### src/rtl/core/mi4_ram.sv
// generic simple dual-port ram with registered read
// no dependencies
module mi4_ram #(
    parameter int WIDTH = 32,
    parameter int DEPTH = 16
) (
    input  logic                     clk,
    input  logic                     we,
    input  logic [$clog2(DEPTH)-1:0] waddr,
    input  logic [WIDTH-1:0]         wdata,
    input  logic [$clog2(DEPTH)-1:0] raddr,
    output logic [WIDTH-1:0]         rdata
);

    logic [WIDTH-1:0] mem [DEPTH];

    always_ff @(posedge clk)
    begin
        if (we)
        begin
            mem[waddr] <= wdata;
        end
        rdata <= mem[raddr];
    end

endmodule

### config.mk
export PLATFORM = sky130hd
export DESIGN_NAME = mi4_ram
export DESIGN_NICKNAME = d
export VERILOG_FILES = /design/src/rtl/core/mi4_ram.sv
export SDC_FILE = /design/constraint.sdc
export NUM_CORES = 1
export LEC_CHECK = 0
export ABC_CLOCK_PERIOD_IN_PS = 7100
export BUFFER_PORTS_ARGS = -buffer_cell sky130_fd_sc_hd__buf_4
export CORE_ASPECT_RATIO = 0.75
export CORE_UTILIZATION = 66
export DETAILED_ROUTE_END_ITERATION = 16
export PLACE_DENSITY = 0.84
export SLEW_MARGIN = 20
export SYNTH_ARGS = -nofsm -noshare
export SYNTH_HDL_FRONTEND = slang
export SYNTH_SLANG_ARGS = --single-unit
### constraint.sdc
create_clock -name clk -period 7.1 [get_ports clk]
set_input_delay 0.355 -clock clk [delete_from_list [all_inputs] [get_ports clk]]
set_output_delay 0.355 -clock clk [all_outputs]
set_load 0.1 [all_outputs]
# After elaboration in Yosys (flattened, before gate mapping)
# Memory sizes are Yosys's and may differ from the RTL's. A register that Yosys moved wholly into a read port is not among the register bits.
# Index checks and enable logic that the tools add are counted.
# Widths: inputs -> output; s select.
# totals
reg_bits	0
memories	1
ram_bits	512
out_inout_bits	32
in_bits	42
# memory_table
name	words	width	rd	rd_clocked_by_memory_dff	wr	line_no	text
mem	16	32	1	1	1	15	logic [WIDTH-1:0] mem [DEPTH];
# op_classes
muxes	2
# ops
op	count
$mux 1	2

# Depth between registers and ports, before layout
# depth
depth_word	2
depth_mapped	5
depth_no_buf	3

# Worst setup path before layout
# No wires, ideal clock.
# synth_path
path_kind	input port to flip-flop
start	in waddr[2]
end	mem mem[0][0], enable pin
path_slack_ns	3.565
t_arrival_ns	3.073
path_stages	2
n_path_buf	0
path_cell_list	or3b_2 -> nor3_1
# synth_lines
element	line_no	text
start, declared	9	input logic [$clog2(DEPTH)-1:0] waddr,
end, declared	15	
# Straight into the memory's write port.

==> flow_summary_export.csv <==
group,metric,value,unit
critical_path,cp_cell_sequence,"clkbuf_8 > buf_4 > mux4_2 > a22oi_1 > nand2_1",
timing,rsz0062_at_grt,"false",
timing,slew-limit-headroom,21.42,%
drt,drt_iter0_drc,1037,
floorplan,die_y,152.2,um
layout,nets,979,
critical_path,crit_path_max_incr_delay,0.88,ns
global_routing,globalRouteOverflowTotal,0,
global_routing,grt-busiest-layer,"met2",
critical_path,required,7.54,ns
flow_run,cap_violations,0,
timing,finalSetupTns,0,ns
timing,finalSetupViolations,0,
synthesis,synth_area,19850,um^2
place,portBuffers,73,
global_routing,antenna_found_initial,0,
timing,tightestPinTransition,1.176,ns
clock_tree,post_cts_buffers,0,
timing,period_needed,2.510,ns
global_routing,grt_pass1_vias,9513,
synthesis,synthTopCellsByCount,"edfxtp_1 (512), mux4_2 (128), a22oi_1 (64)",
place,routabilityCongestion,0.7075,
floorplan,die_area,30790,um^2
synthesis,yosysWarnings,0,
synthesis,yosys.area.top_type,"edfxtp_1",
critical_path,crit_path_end_kind,"flop",
floorplan,die_x,202.3,um
floorplan,io_pins,74,
clock_tree,cts.hold.buffers_added,0,
synthesis,yosysTopAreaCellShare,77.44,%
drt,drc,0,
timing,finalHoldViolations,0,
layout,syn_to_final_growth,12.91,%
global_routing,grtUsageMet3,5.090,%
critical_path,startpoint_type,"input pin",
synthesis,synth_nets,880,
critical_path,crit_start,"raddr[0]",
synthesis,ys_types,18,
global_routing,grt_pass1_wl,59950,um
timing,fmax,398.3,MHz
hold_path,hp-start,"wdata[23]",
hold_path,min_path_type,"in -> reg",
critical_path,worstPathMaxFanout,80,
drt,wirelength,41000,um
critical_path,r2r_start,"mem[10][17]",
drt,via_count,9100,
synthesis,async_reset_ff_share,0,%
synthesis,synth-edff-count,512,
floorplan,start_util,67.71,%
global_routing,met2_usage,46.28,%
clock_tree,cts-root-buf,"clkbuf_16",
clock_tree,cts_resized,0,
critical_path,cp.arrival,2.95,ns
place,post-place-ws,3.896,ns
pwr,irDropWorstVdd,0.0002606,V
timing,setup_slack,4.590,ns
drt,drtAntennaViolNets,0,
global_routing,grtUsageMet1,36.92,%
synthesis,yosysMostFrequentCell,"edfxtp_1",
run_status,status,"completed",
timing,slew_viol_final,0,
pwr,p_per_area,291.0,nW/um^2
place,dp_hpwl,19330,um
layout,final_layout_size_suffix_gt1_share,30.94,%
pwr,p_leak,0.007190,uW
clock_tree,h-tree-depth,2,
clock_tree,cts_tree,"built",
synthesis,ys.flop_type,"edfxtp_1",
synthesis,avgSynthCellArea,23.69,um^2
floorplan,placementRows,54,
layout,diodes,0,
synthesis,ys_seq_elements,544,
global_routing,grt_use_total,27.44,%
drt,vias_per_cell,6.667,
critical_path,slowest_stage,"buf_4",
synthesis,ys_seq_area_share,80.67,%
timing,skew,0.008651,ns
clock_tree,cts.sinks,544,
critical_path,path_class,"in -> reg",
floorplan,coreArea,29320,um^2
global_routing,grt_max_degree,81,
drt,first_pass_iters,5,
synthesis,synthTopCellsByArea,"edfxtp_1 (77%), mux4_2 (15%), dfxtp_1 (3.2%)",
timing,period_share,35.36,%
clock_tree,numCtsBuffers,47,
clock_tree,path_clk_slew,0.07,ns
clock_tree,clockBufferDepth,3,
drt,avgRoutedWirePerCell,30.04,um
clock_tree,clk_latency,0.57,ns
synthesis,netlist_instances,838,
==> critical path: cells and delay by family <==
kind,cells,cell delay [ns]
AOI/OAI and AO/OA,1,0.25
buffers and inverters,2,1.59
and+or+nand+nor,1,0.09
muxes,1,0.63
==> per-stage QoR <==
stage	power (uW)	area [um^2]	hold WS [ns]	utilization (%)	cells
floorplan	4004	19850	0.4539	-	838
global placement	4139	20950	0.6460	71.45	1279
detailed placement	4156	20950	0.6585	71.45	1279
CTS	6558	22390	0.05562	76.35	1364
global route	6684	22420	0.07556	76.45	1365
finish	6523	22420	0.08874	76.45	1365
==> registers in the layout, indices dropped and copies added (netlist names) <==
register  flops
mem         512
rdata        32
==> placed cells by master, fill, tap and decap left out <==
| cell | instances |
|---|---|
| a22oi_1 | 64 |
| and2_2 | 1 |
| buf_16 | 1 |
| buf_4 | 91 |
| bufinv_16 | 1 |
| clkbuf_1 | 20 |
| clkbuf_16 | 49 |
| clkbuf_8 | 5 |
| clkinv_1 | 6 |
| clkinv_2 | 4 |
| clkinvlp_4 | 1 |
| dfxtp_1 | 32 |
| edfxtp_1 | 512 |
| mux4_2 | 128 |
| nand2_1 | 33 |
| nand2b_1 | 2 |
| nand3_1 | 1 |
| nand3b_1 | 2 |
| nor2_4 | 13 |
| nor2b_4 | 2 |
| nor3_2 | 4 |
| or3b_2 | 1 |
==> area by class of cell <==
type	count	area [um^2]
flip-flops and latches	544	16020
fillers	1517	6907
multi-input cells	251	3750
clock buffers	73	1356
repair buffers	93	724.4
well taps	392	490.5
clock inverters	12	80.08
==> kinds of logic (layout without fill, tap and decap cells) <==
| logic type | Yosys count | count (layout) | share of synthesized area (%) |
|---|---|---|---|
| buffers and inverters | 43 | 178 | 1.122 |
| flip-flops | 544 | 544 | 80.67 |
| multiplexers | 128 | 128 | 14.52 |
| AO/OA/AOI/OAI | 64 | 64 | 2.420 |
| AND/OR/NAND/NOR | 59 | 59 | 1.273 |
==> path summary, 6_finish.rpt <==
path,endpoint,slack [ns],depth (start not counted)
hold reg to reg,rdata[22],0.66,3
setup reg to reg,rdata[17],5.71,3
hold / removal,mem[13][23],0.09,1
setup / recovery,rdata[17],4.59,5
==> report_power, final <==
part	total [uW]	leakage, uW	internal (uW)	switching [uW]
registers	3620	0.00489	3590	26.6
logic	477	0.00160	146	331
clock network	2430	0.000696	1350	1080
==> metal layers <==
metal	share of wire (%)	routed length (um)
met1	37	15240
met2	52	21180
met3	8.9	3667
met4	2.2	917
met5	0	0
No activity file was read; power rests on OpenSTA's default activity.
